--- config.mk ---
export PLATFORM = sky130hd
export DESIGN_NAME = dcma_cfg
export DESIGN_NICKNAME = d
export VERILOG_FILES = /design/src/rtl/dcma_pkg.sv /design/src/rtl/dcma_cfg.sv
export SDC_FILE = /design/constraint.sdc
export NUM_CORES = 1
export LEC_CHECK = 0
export ABC_AREA = 1
export BUFFER_PORTS_ARGS = -buffer_cell sky130_fd_sc_hd__buf_2
export CAP_MARGIN = 5
export CORE_MARGIN = 3
export CORE_UTILIZATION = 49
export DETAILED_ROUTE_END_ITERATION = 10
export PLACE_DENSITY = 0.89
export SYNTH_ARGS = -nofsm -noshare
export SYNTH_HDL_FRONTEND = slang
export SYNTH_SLANG_ARGS = --single-unit
--- constraint.sdc ---
create_clock -name clk_i -period 0.8 [get_ports clk_i]
set_clock_uncertainty 0.05 [all_clocks]
set_input_delay 0.04 -clock clk_i [delete_from_list [all_inputs] [get_ports clk_i]]
set_output_delay 0.04 -clock clk_i [all_outputs]
set_load 0.005 [all_outputs]
--- src/rtl/dcma_pkg.sv ---
// ----------------------------------------------------------------------------
// Decimated complex moving average: shared package
// Widths, item types, configuration types and register indexes.
// ----------------------------------------------------------------------------
package dcma_pkg;

  localparam int CHANNELS      = 4;
  localparam int WINDOW        = 256;
  localparam int SAMPLE_BITS   = 16;
  localparam int SUM_BITS      = 24;
  localparam int CH_BITS       = 2;
  localparam int POS_BITS      = $clog2(WINDOW);
  localparam int LEN_BITS      = 9;
  localparam int TICK_BITS     = 16;
  localparam int RECIP_BITS    = 16;
  localparam int FRAC_BITS     = 15;
  localparam int CFG_IDX_BITS  = 2;
  localparam int CFG_DATA_BITS = 16;
  localparam int HIST_DEPTH    = CHANNELS * WINDOW;
  localparam int HIST_AW       = $clog2(HIST_DEPTH);
  localparam int HIST_WIDTH    = 2 * SAMPLE_BITS;
  localparam int PROD_BITS     = SUM_BITS + RECIP_BITS + 1;
  localparam int Q_BITS        = PROD_BITS - FRAC_BITS;

  localparam logic [LEN_BITS-1:0]   WINDOW_LENGTH_RST    = LEN_BITS'(256);
  localparam logic [TICK_BITS-1:0]  TICKS_PER_UPDATE_RST = TICK_BITS'(1);
  localparam logic [RECIP_BITS-1:0] RECIPROCAL_RST       = RECIP_BITS'(128);

  typedef enum logic [CFG_IDX_BITS-1:0] {
    REG_WINDOW_LENGTH    = 2'd0,
    REG_TICKS_PER_UPDATE = 2'd1,
    REG_RECIPROCAL_Q15   = 2'd2
  } cfg_reg_e;

  typedef struct packed {
    logic [CH_BITS-1:0]            channel;
    logic signed [SAMPLE_BITS-1:0] sample_re;
    logic signed [SAMPLE_BITS-1:0] sample_im;
    logic                          frame_start;
  } in_item_t;

  typedef struct packed {
    logic [CH_BITS-1:0]            out_channel;
    logic signed [SAMPLE_BITS-1:0] mean_re;
    logic signed [SAMPLE_BITS-1:0] mean_im;
  } out_item_t;

  typedef struct packed {
    logic [LEN_BITS-1:0]   window_length;
    logic [TICK_BITS-1:0]  ticks_per_update;
    logic [RECIP_BITS-1:0] reciprocal_q15;
  } cfg_t;

  typedef struct packed {
    logic [CH_BITS-1:0]         channel;
    logic signed [SUM_BITS-1:0] sum_re;
    logic signed [SUM_BITS-1:0] sum_im;
  } sum_item_t;

endpackage

--- src/rtl/dcma_cfg.sv ---
// ----------------------------------------------------------------------------
// Configuration registers
// Window length, ticks per update and Q1.15 reciprocal.
// ----------------------------------------------------------------------------
module dcma_cfg (
  input  logic                               clk_i,
  input  logic                               rst_ni,
  input  logic                               cfg_valid_i,
  output logic                               cfg_ready_o,
  input  logic [dcma_pkg::CFG_IDX_BITS-1:0]  cfg_index_i,
  input  logic [dcma_pkg::CFG_DATA_BITS-1:0] cfg_data_i,
  output dcma_pkg::cfg_t                     cfg_o
);
  import dcma_pkg::*;

  cfg_t cfg_q;

  assign cfg_ready_o = 1'b1;
  assign cfg_o       = cfg_q;

  always_ff @(posedge clk_i or negedge rst_ni) begin
    if (!rst_ni) begin
      cfg_q.window_length    <= WINDOW_LENGTH_RST;
      cfg_q.ticks_per_update <= TICKS_PER_UPDATE_RST;
      cfg_q.reciprocal_q15   <= RECIPROCAL_RST;
    end else if (cfg_valid_i) begin
      unique case (cfg_reg_e'(cfg_index_i))
        REG_WINDOW_LENGTH:    cfg_q.window_length    <= cfg_data_i[LEN_BITS-1:0];
        REG_TICKS_PER_UPDATE: cfg_q.ticks_per_update <= cfg_data_i[TICK_BITS-1:0];
        REG_RECIPROCAL_Q15:   cfg_q.reciprocal_q15   <= cfg_data_i[RECIP_BITS-1:0];
        default: ;
      endcase
    end
  end

endmodule

== Yosys cells after proc, flatten, opt, wreduce, memory -nomap -nowiden ==
Index checks and enable logic that the tools add are counted.

* Register bits: 41

* Eq/ne operators: 2
* Reduce and logical (&&, ||, !) cells: 4

{| class="wikitable"
|+ Operators with widths
! kind !! count
|-
| 2-bit AND reduction || 3
|-
| 2-bit by 1-bit == test with 1-bit output, second input constant || 1
|-
| 2-bit == test, second input constant || 1
|-
| 2-bit logical NOT || 1
|}

== Depth between registers and ports, before layout ==
* Depth after elaboration: 2
* Depth in mapped cells: 6
* Depth with buffers taken out: 4

== Worst setup path before layout ==
OpenSTA, ideal clock, no wires.

* Kind: in2reg
* Start point: input port cfg_index_i[1] (netlist bit)
* End point: register cfg_q, in the netlist cfg_o[30]
* Stages on the path: 6
* Data required time: 633 ps
* Library setup time: 117 ps
* Slack: 49 ps
* Arrival time: 584 ps
* Path through: buf_6 > inv_6 > nand3_4 > buf_12 > nand2_2 > nand2_1

* Cells in the longest elaborated chain, start to end: 2

{| class="wikitable"
|+ Ends and longest elaborated chain
! element !! RTL line !! source
|-
| start, declared || dcma_cfg.sv:10 || <nowiki>input logic [dcma_pkg::CFG_IDX_BITS-1:0] cfg_index_i,</nowiki>
|-
| 2-bit by 1-bit == test with 1-bit output || dcma_cfg.sv:27 || <nowiki>unique case (cfg_reg_e'(cfg_index_i))</nowiki>
|-
| 2-bit AND reduction (no source line) || - ||
|-
| end, declared || dcma_cfg.sv:16 || <nowiki>cfg_t cfg_q;</nowiki>
|}

No other way between the ends.
A chain may end at the register's enable or synchronous reset.

== Worst setup path in the final report ==
* Start point: register cfg_q, in the netlist cfg_o[16]
* End point: output port cfg_o[16] (netlist bit)

{| class="wikitable"
|+ RTL lines
! element !! RTL line !! source
|-
| end, declared || dcma_cfg.sv:12 || <nowiki>output dcma_pkg::cfg_t cfg_o</nowiki>
|}

No word-level cell between the ends.

==> impl_metrics.py <==
metrics = {
    "detailed_routing": {
        "vias_per_cell": 5.17,
        "routed_wl_um": 5150,
        "drtIter0Drc": 185,
        "vias": 1764,
        "first_pass_iters": 4,
        "wire_per_inst_um": 15.1,
        "drc_errors": 0,
        "drtAntennaViolNets": 0,
    },
    "power_and_ir_drop": {
        "peakVddDrop_v": 0.00115,
        "powerDensity_mw_per_mm2": 1990,
        "power.leakage_nw": 1.49,
    },
    "synth": {
        "ys_seq_area_share_pct": 56.2,
        "ys_ff_latch": 41,
        "yosys.area.top_type": "dfrtp_1",
        "syn_avg_cell_area_um2": 9.91,
        "synth_edf_count": 0,
        "synthTopCellsByCount": "nand2_1 (62), dfrtp_1 (38), nand4_1 (32), nand2_2 (21), nand3_1 (9)",
        "yosys_warnings": 0,
        "synth_flop_cell": "dfrtp_1",
        "syn_area_mm2": 0.00183,
        "yosys.area.top_type_share_pct": 51.9,
        "async_flop_share_pct": 100,
        "yosysMostFrequentCell": "nand2_1",
        "syn_inst": 185,
        "ys_types": 14,
        "ys_top_cells_by_area": "dfrtp_1 (52%), nand2_1 (13%), nand4_1 (11%), nand2_2 (7.2%), dfstp_2 (4.3%)",
        "syn-num-nets": 206,
    },
    "global_route": {
        "grt_busiest_layer": "met2",
        "global_route.usage.met2_pct": 44.3,
        "use_met3_pct": 3.99,
        "antenna_found_initial": 0,
        "grt_overflow_total": 0,
        "grt_max_degree": 42,
        "grt_pass1_wl_um": 8260,
        "grt_pass1_vias": 1800,
        "gr-usage-all-layers_pct": 24.5,
        "grt_util_met1_pct": 29.3,
    },
    "clocking": {
        "cts_tree": "yes",
        "clock_sinks": 41,
        "clk_latency_ns": 0.29,
        "clk_path_buf_depth": 2,
        "root_buffer": "clkbuf_8",
        "path_clk_slew_ns": 0.07,
        "htreeDepth": 2,
        "numCtsBuffers": 5,
    },
    "layout": {
        "stdcell_count": 341,
        "final_net_count": 316,
        "drive_above_1_share_pct": 49.2,
        "final_cell_area_mm2": 0.00278,
        "syn_to_final_growth_pct": 51.6,
        "largest_reg_flops": 41,
        "n_fill_cell": 225,
        "diodes": 0,
    },
    "placement": {
        "place_area_mm2": 0.00223,
        "dpl.cell_count": 288,
        "dp_hpwl_um": 3260,
        "gp_congestion": 0.837,
        "portBuffers": 61,
        "pre_cts_slack_ns": -0.146,
    },
    "worst_setup_path": {
        "cp_num_buf_inv": 1,
        "cp-start-kind": "flip-flop",
        "path_cells": "buf_2",
        "cpLargestDelayFamily": "flip-flops",
        "end_kind": "output pin",
        "cp_slowest_cell": "dfstp_2",
        "worstPathMaxFanout": 2,
        "slowest_delay_ns": 0.54,
        "worstSetupPathType": "flip-flop to output pin",
        "cp.arrival_ns": 0.93,
        "worstPathRequired_ns": 0.71,
    },
    "run_status": {
        "failed_checks": "negative setup slack",
        "outcome": "complete, but fails checks",
    },
    "timing": {
        "period_share_pct": 128,
        "slew_violations": 0,
        "finalSetupViolCount": 43,
        "setup_ws_ns": -0.221,
        "max_freq_mhz": 980,
        "hold_violations": 0,
        "fin_hold_ws_ns": 0.0784,
        "tns_ns": -4.55,
        "period_minus_slack_ns": 1.02,
        "rsz0062_at_grt": "yes",
    },
    "floorplanning": {
        "ioPinCount": 63,
        "num_rows": 21,
        "die_area_mm2": 0.00451,
        "dieHeight_um": 67.2,
        "chipWidth_um": 67.2,
        "coreArea_mm2": 0.00347,
        "initial_core_util_pct": 52.8,
    },
    "min_path": {
        "hp-class": "input pin to flip-flop",
    },
    "job": {
        "cap_violations": 0,
    },
}
-- worst paths after layout --
kind	from	endpoint	slack (ns)	depth (start not counted)
max reg2reg	cfg_o[7]$_DFFE_PN1P_	cfg_o[7]$_DFFE_PN1P_	-0.04	3
min reg2reg	cfg_o[40]$_DFFE_PN1P_	cfg_o[40]$_DFFE_PN1P_	0.42	2
max	cfg_o[16]$_DFFE_PN1P_	cfg_o[16]	-0.22	1
min in group asynchronous	rst_ni	cfg_o[10]$_DFFE_PN0P_	0.22	3
max in group asynchronous	rst_ni	cfg_o[40]$_DFFE_PN1P_	0.22	3
min	cfg_valid_i	cfg_o[32]$_DFFE_PN0P_	0.08	3
-- repair_timing --
action,CTS,global route
buffers inserted,26,3
pin swaps,0,11
gates cloned,0,0
endpoints found under the hold margin,78,0
endpoints found under the setup margin,41,59
resized for setup,0,26
hold buffers,17,0
-- metrics by stage --
stage          util [%]  total power [mW]
2_1_floorplan         -              3.15
6_report           80.1              5.54
4_1_cts            77.0              5.36
3_5_place_dp       64.2              3.74
5_1_grt            80.1              5.85
3_3_place_gp       64.2              3.70
-- area by class of cell --
type	instances	area (um2)	share of cell area [%]
timing repair buffer	117	903	32.5
multi-input combinational	128	693	24.9
tap	46	57.6	2.07
inverter	2	17.5	0.630
sequential	41	1030	37.1
clock inverter	1	5.00	0.180
clock buffer	6	72.6	2.61
-- per-layer routing --
layer	vias up	share of wire, %
met4	0	0.93
met5	-	0
li1	841	-
met2	65	53
met1	852	40
met3	6	5.9
-- placed cells by master, fill, tap and decap left out --
cell / instances
conb_1: 1
buf_4: 17
nand3_1: 9
nand3_4: 2
dfstp_2: 3
clkbuf_1: 1
nand2_1: 52
nand4_1: 32
nand2_2: 31
inv_6: 2
dlygate4sd3_1: 17
clkbuf_8: 5
nor2_8: 1
buf_12: 6
buf_6: 16
buf_2: 61
dfrtp_1: 38
clkinv_2: 1
-- cells by family (layout without fill, tap and decap cells) --
| kind of cell | after synthesis | after routing | share of synthesized area (%) |
|---|---|---|---|
| buf+inv | 16 | 126 | 7.37 |
| flops | 41 | 41 | 56.2 |
| other cells | 1 | 1 | 0.205 |
| simple gates | 127 | 127 | 36.2 |
-- power breakdown --
| part | leakage [nW] | switching (mW) | total [mW] | internal, mW |
|---|---|---|---|---|
| logic | 0.948 | 0.711 | 1.64 | 0.928 |
| clock network | 0.0410 | 0.678 | 1.27 | 0.593 |
| registers | 0.506 | 0.209 | 2.63 | 2.42 |
| total | 1.49 | 1.60 | 5.54 | 3.94 |
Power figures use the tool's default switching activity.
