**src/rtl/dcma_pkg.sv**
```systemverilog
// ----------------------------------------------------------------------------
// Decimated complex moving average: shared package
// Widths, item types, configuration types and register indexes.
// ----------------------------------------------------------------------------
package dcma_pkg;

  localparam int CHANNELS      = 4;
  localparam int WINDOW        = 256;
  localparam int SAMPLE_BITS   = 16;
  localparam int SUM_BITS      = 24;
  localparam int CH_BITS       = 2;
  localparam int POS_BITS      = $clog2(WINDOW);
  localparam int LEN_BITS      = 9;
  localparam int TICK_BITS     = 16;
  localparam int RECIP_BITS    = 16;
  localparam int FRAC_BITS     = 15;
  localparam int CFG_IDX_BITS  = 2;
  localparam int CFG_DATA_BITS = 16;
  localparam int HIST_DEPTH    = CHANNELS * WINDOW;
  localparam int HIST_AW       = $clog2(HIST_DEPTH);
  localparam int HIST_WIDTH    = 2 * SAMPLE_BITS;
  localparam int PROD_BITS     = SUM_BITS + RECIP_BITS + 1;
  localparam int Q_BITS        = PROD_BITS - FRAC_BITS;

  localparam logic [LEN_BITS-1:0]   WINDOW_LENGTH_RST    = LEN_BITS'(256);
  localparam logic [TICK_BITS-1:0]  TICKS_PER_UPDATE_RST = TICK_BITS'(1);
  localparam logic [RECIP_BITS-1:0] RECIPROCAL_RST       = RECIP_BITS'(128);

  typedef enum logic [CFG_IDX_BITS-1:0] {
    REG_WINDOW_LENGTH    = 2'd0,
    REG_TICKS_PER_UPDATE = 2'd1,
    REG_RECIPROCAL_Q15   = 2'd2
  } cfg_reg_e;

  typedef struct packed {
    logic [CH_BITS-1:0]            channel;
    logic signed [SAMPLE_BITS-1:0] sample_re;
    logic signed [SAMPLE_BITS-1:0] sample_im;
    logic                          frame_start;
  } in_item_t;

  typedef struct packed {
    logic [CH_BITS-1:0]            out_channel;
    logic signed [SAMPLE_BITS-1:0] mean_re;
    logic signed [SAMPLE_BITS-1:0] mean_im;
  } out_item_t;

  typedef struct packed {
    logic [LEN_BITS-1:0]   window_length;
    logic [TICK_BITS-1:0]  ticks_per_update;
    logic [RECIP_BITS-1:0] reciprocal_q15;
  } cfg_t;

  typedef struct packed {
    logic [CH_BITS-1:0]         channel;
    logic signed [SUM_BITS-1:0] sum_re;
    logic signed [SUM_BITS-1:0] sum_im;
  } sum_item_t;

endpackage

```
**src/rtl/dcma_scale.sv**
```systemverilog
// ----------------------------------------------------------------------------
// Scaler
// Sums times Q1.15 reciprocal, floor shift and saturation to sample width.
// ----------------------------------------------------------------------------
module dcma_scale (
  input  logic                              clk_i,
  input  logic                              rst_ni,
  input  logic [dcma_pkg::RECIP_BITS-1:0]   reciprocal_i,
  input  logic                              sum_valid_i,
  output logic                              sum_ready_o,
  input  dcma_pkg::sum_item_t               sum_item_i,
  output logic                              out_valid_o,
  input  logic                              out_ready_i,
  output dcma_pkg::out_item_t               out_item_o
);
  import dcma_pkg::*;

  logic                        p_valid_q;
  logic [CH_BITS-1:0]          p_ch_q;
  logic signed [PROD_BITS-1:0] p_re_q, p_im_q;
  logic signed [PROD_BITS-1:0] prod_re, prod_im;
  logic signed [RECIP_BITS:0]  recip;
  logic                        out_valid_q;
  out_item_t                   out_q;
  logic                        out_en, p_en;

  function automatic logic [SAMPLE_BITS-1:0] sat(input logic [PROD_BITS-1:0] p);
    logic [Q_BITS-1:0] q;
    logic [Q_BITS-SAMPLE_BITS:0] top;
    q   = p[PROD_BITS-1:FRAC_BITS];
    top = q[Q_BITS-1:SAMPLE_BITS-1];
    if ((&top) || !(|top)) begin
      sat = q[SAMPLE_BITS-1:0];
    end else if (q[Q_BITS-1]) begin
      sat = {1'b1, {(SAMPLE_BITS-1){1'b0}}};
    end else begin
      sat = {1'b0, {(SAMPLE_BITS-1){1'b1}}};
    end
  endfunction

  assign out_en      = !out_valid_q || out_ready_i;
  assign p_en        = !p_valid_q || out_en;
  assign sum_ready_o = p_en;

  assign recip   = $signed({1'b0, reciprocal_i});
  assign prod_re = sum_item_i.sum_re * recip;
  assign prod_im = sum_item_i.sum_im * recip;

  always_ff @(posedge clk_i or negedge rst_ni) begin
    if (!rst_ni) begin
      p_valid_q   <= 1'b0;
      out_valid_q <= 1'b0;
    end else begin
      if (p_en) begin
        p_valid_q <= sum_valid_i;
      end
      if (out_en) begin
        out_valid_q <= p_valid_q;
      end
    end
  end

  always_ff @(posedge clk_i) begin
    if (p_en && sum_valid_i) begin
      p_ch_q <= sum_item_i.channel;
      p_re_q <= prod_re;
      p_im_q <= prod_im;
    end
    if (out_en && p_valid_q) begin
      out_q.out_channel <= p_ch_q;
      out_q.mean_re     <= sat(p_re_q);
      out_q.mean_im     <= sat(p_im_q);
    end
  end

  assign out_valid_o = out_valid_q;
  assign out_item_o  = out_q;

endmodule

```
**config.mk**
```make
export PLATFORM = sky130hd
export DESIGN_NAME = dcma_scale
export DESIGN_NICKNAME = d
export VERILOG_FILES = /design/src/rtl/dcma_pkg.sv /design/src/rtl/dcma_scale.sv
export SDC_FILE = /design/constraint.sdc
export NUM_CORES = 2
export LEC_CHECK = 0
export ABC_AREA = 1
export BUFFER_PORTS_ARGS = -buffer_cell sky130_fd_sc_hd__buf_2
export CAP_MARGIN = 20
export CORE_ASPECT_RATIO = 0.6
export CORE_MARGIN = 2
export CORE_UTILIZATION = 35
export CTS_CLUSTER_SIZE = 24
export DETAILED_ROUTE_END_ITERATION = 12
export PLACE_DENSITY = 0.5
export REMOVE_ABC_BUFFERS = 1
export SYNTH_ARGS = -nofsm -noshare
export SYNTH_HDL_FRONTEND = slang
export SYNTH_SLANG_ARGS = --single-unit
export TNS_END_PERCENT = 30
```
**constraint.sdc**
```tcl
create_clock -name clk_i -period 4 [get_ports clk_i]
set_clock_uncertainty 0.05 [all_clocks]
set_input_delay 0.2 -clock clk_i [delete_from_list [all_inputs] [get_ports clk_i]]
set_output_delay 0.2 -clock clk_i [all_outputs]
set_load 0.1 [all_outputs]
```
* Yosys cells after proc, flatten, opt, wreduce, memory -nomap -nowiden *
Index checks and enable logic that the tools add are counted.

storage, ports and cells
  ROM bits = 0
  RAM bits = 0
  memories = 0
  register bits = 120
  latch bits = 0
  logic and storage cells = 28

cells by class
  $lt $le $gt $ge = 0
  shifts and indexed selects = 0
  bitwise operators = 0
  $mul = 2
  reduce and logical (&&, ||, !) cells = 14
  add/subtract/negate cells = 0
  divide/modulo/power cells = 0
  multiplexer cells = 4
  equality and inequality tests = 0

operator list
  operator             number
  $mul A24 B17 Y41     2
  $mux W16             4
  $reduce_and A11 Y1   2
  $reduce_or A11 Y1    2
  $logic_not A1 Y1     4
  $logic_or A1 B1 Y1   4
  $logic_and A1 B1 Y1  2

* Logic depth before layout (Yosys ltp) *
  depth after elaboration = 4
  gate-level depth with buffers = 27
  mapped depth without buffers = 26

* Worst setup path after synthesis *
Ideal clock, no wire load.

  kind = input port to flip-flop
  start point = input reciprocal_i[3] (netlist name)
  end point = register p_im_q[40] (data pin)
  required time = 3696 ps
  data arrival time = 5425 ps
  path slack = -1729 ps
  stages = 20
  path buffers = 2
  path through = clkbuf_1 -> clkbuf_1 -> nand2_1 -> fa_1 -> fa_1 -> inv_1 -> fa_1 -> inv_1 -> fa_1 -> fa_1 -> fa_1 -> inv_1 -> ha_1 -> inv_1 -> nor3_1 -> nand2_1 -> nor2_1 -> nand4_1 -> nand4_1 -> nand2_1

between the ends
  word-level cells in the longest chain between the ends = 1

RTL lines
  what                    RTL line          text
  start: declaration      dcma_scale.sv:8   input logic [dcma_pkg::RECIP_BITS-1:0] reciprocal_i,
  $mul A24 B17 Y41        dcma_scale.sv:47  assign prod_im = sum_item_i.sum_im * recip;
  net prod_im[40]         dcma_scale.sv:21  logic signed [PROD_BITS-1:0] prod_re, prod_im;
  end signal: assignment  dcma_scale.sv:67  p_im_q <= prod_im;
  end: declaration        dcma_scale.sv:20  logic signed [PROD_BITS-1:0] p_re_q, p_im_q;

The timed path passes the listed nets, and every way through them passes these cells.
A chain may end at the register's enable or synchronous reset.

* Worst setup path in the final report *
  start point = input sum_item_i[23] (netlist name)
  end point = register p_im_q[40] (data pin)

between the ends
  word-level cells in the longest chain between the ends = 1

RTL lines
  what                RTL line          text
  start: declaration  dcma_scale.sv:11  input dcma_pkg::sum_item_t sum_item_i,
  $mul A24 B17 Y41    dcma_scale.sv:47
  net prod_im[40]     dcma_scale.sv:21

The timed path passes the listed nets, and every way through them passes these cells.

==> results.json <==
{
  "initial_core_util": 0.354,
  "path_clk_slew_ns": 0.12,
  "synth_cells": 4168,
  "yosys-top-cells-area": "fa_1 46%, inv_1 15%, nand2_1 14%",
  "die_w_um": 398,
  "num_vias": 27400,
  "fmax_mhz": 187,
  "io_pins": 106,
  "synth.distinct_cells": 34,
  "drcViolationCount": 0,
  "startpoint": "sum_item_i[23]",
  "post-route-min-period_ns": 5.34,
  "hp-class": "reg -> reg",
  "relSlewSlack": 0.367,
  "ctsLongestPathBuffers": 2,
  "die_y_um": 241,
  "hold_violations": 0,
  "crit_fanout": 7,
  "synthToLayoutAreaGrowth_pct": 33.8,
  "placed_area_mm2": 0.0386,
  "drive_above_1_share": 0.274,
  "maxUsedRoutingLayer": "met4",
  "grt_pass1_vias": 27300,
  "gr-total-overflow": 0,
  "cp-start-kind": "input port",
  "crit_arrival_ns": 5.46,
  "synth_area_leader_cell": "fa_1",
  "htree_levels": 3,
  "finalCritPeriodShare": 1.34,
  "reg2reg_to": "out_item_o[16]",
  "worstMarginPinSlew_ns": 0.950,
  "diodes": 0,
  "cts_made_buffers": 9,
  "r2r_setup_slack_ns": 1.69,
  "wl_met3_um": 10200,
  "cp-end-kind": "flip-flop",
  "violations": "negative setup slack",
  "synth-seq-cells": 90,
  "antenna_found_initial": 1,
  "rr_worst_depth": 7,
  "yosysWarnings": 0,
  "syn_avg_cell_area_um2": 7.83,
  "grt_first_pass_wirelength_um": 171000,
  "wl_met2_um": 41700,
  "drtAntennaViolNets": 0,
  "die-area_mm2": 0.0958,
  "dp_hpwl_um": 91600,
  "endpoint": "p_im_q[40]",
  "grt_setup_unrepaired": "yes",
  "outcome": "finished, violations left",
  "hold_ws_ns": 0.384,
  "tns_ns": -59.58,
  "clock_insertion_delay_worst_skew_ns": 0.44,
  "nets": 5765,
  "final_cell_mix": "1,209 x inv_1, 1,059 x nand2_1, 706 x fa_1",
  "crit_type": "in -> reg",
  "portBuffers": 105,
  "cts.root.buffer_cell": "clkbuf_16",
  "core.rowCount": 86,
  "core_mm2": 0.0921,
  "post_drt_wl_per_cell_um": 18.9,
  "setup_viol": 52,
  "cts_tree": "built",
  "cts_sinks": 90,
  "grt_max_degree": 31,
  "drt-pass1-iter-count": 6,
  "fin_ws_ns": -1.34,
  "avgViaCountPerCell": 4.58,
  "netlist_area_mm2": 0.0326,
  "routabilityCongestion": 0.908,
  "synth.top_cell.area_share": 0.460,
  "r2r_start": "p_re_q[40]",
  "required_ns": 4.12,
  "grt.total_usage": 0.238,
  "ys_seq_area_frac": 0.0825,
  "final_common_cell": "inv_1",
  "wl_met1_um": 60300,
  "final_cell_area_mm2": 0.0437,
  "maxCapViolCount": 0,
  "dr.first_iter.drc_count": 2148,
  "drt_wl_total_um": 113000,
  "slew_violations": 0
}
## critical path: stages
cell and delay (ns):
buf_12 0.10, buf_12 0.15, nand2_8 0.08, fa_1 0.52, buf_12 0.16, fa_1 0.52
inv_4 0.08, buf_4 0.14, fa_1 0.49, fa_1 0.45, fa_1 0.51, inv_1 0.05
fa_1 0.49, inv_2 0.05, ha_4 0.27, nand2_2 0.07, buf_6 0.12, nor3_4 0.19
nand2_2 0.11, nor2_4 0.16, nand4_1 0.25, nand4_1 0.18, nand2_1 0.06
## worst min path at each step
stage	start	end	slack, ns	cells past startpoint
detailed placement	rst_ni	p_valid_q	-0.06	1
finish	p_ch_q[1]	out_item_o[33]	0.38	0
global placement	rst_ni	p_valid_q	-0.06	1
global route	p_ch_q[0]	out_item_o[32]	0.40	0
CTS	sum_item_i[48]	p_ch_q[0]	0.38	2
floorplan	rst_ni	out_valid_o	-0.15	0
## kinds of logic after synthesis
group,Yosys count,synth area share
compound gates,161,0.0276
xor+xnor,32,0.00859
fa+ha+maj,948,0.536
buf+inv,1472,0.170
flops,90,0.0825
simple gates,1465,0.175
## Yosys cell counts
master and n:
o31ai_2 2, dfrtp_1 2, o21ai_0 40, or2_0 1, nor4_1 7, buf_4 1, o21ai_1 1, nand2_2 9
a21o_1 7, inv_1 1292, nand4_1 17, nor3b_2 1, a31oi_1 3, fa_1 750, buf_1 14, edfxtp_1 88
or2_2 1, and3_1 3, a21boi_0 6, xor2_1 20, nand2_1 1198, clkbuf_1 160, nand3b_1 4, o21bai_1 16
buf_2 3, nor3_1 11, xnor2_1 12, buf_6 2, a21oi_1 84, nor2_2 2, o21a_1 2, nand3_1 72
ha_1 198, nor2_1 139
## stage by stage
stage	cells	setup WS (ns)	utilization
after floorplan	3988	-1.16	-
after global placement	5851	-2.39	0.418
after detailed placement	5852	-2.30	0.419
after CTS	5926	-1.37	0.449
after global routing	5984	-1.45	0.474
final	5984	-1.34	0.474
## routing by layer
layer / vias up / track usage
met1: 13500 / 0.413
met4: 0 / 0.0216
met3: 63 / 0.0406
met2: 925 / 0.306
li1: 12900 / -
met5: - / 0
## sequential cells by signal (all words and copies together) (netlist names)
name / cells
p_im_q: 26
p_ch_q: 2
p_re_q: 26
p_valid_q: 1
out_item_o: 34
out_valid_o: 1
## repair_timing
action | in CTS | in global routing
setup endpoints to repair | 52 | 52
hold endpoints to repair | 6 | 0
setup buffers | 47 | 55
gates cloned | 8 | 9
pin swaps | 110 | 240
resized for setup | 432 | 484
hold buffers | 6 | 0
## cell type report
cell class	count	area [um2]
Clock buffer	9	225
Clock inverter	7	73.8
Fill cell	8982	48500
Inverter	1292	4860
Multi-Input combinational cell	2606	27200
Sequential cell	90	2690
Tap cell	1232	1540
Timing Repair Buffer	748	7080
Power is left out: the tool's default activity adds up to more than one toggle a clock period on the data nets, which glitch-free logic cannot reach.
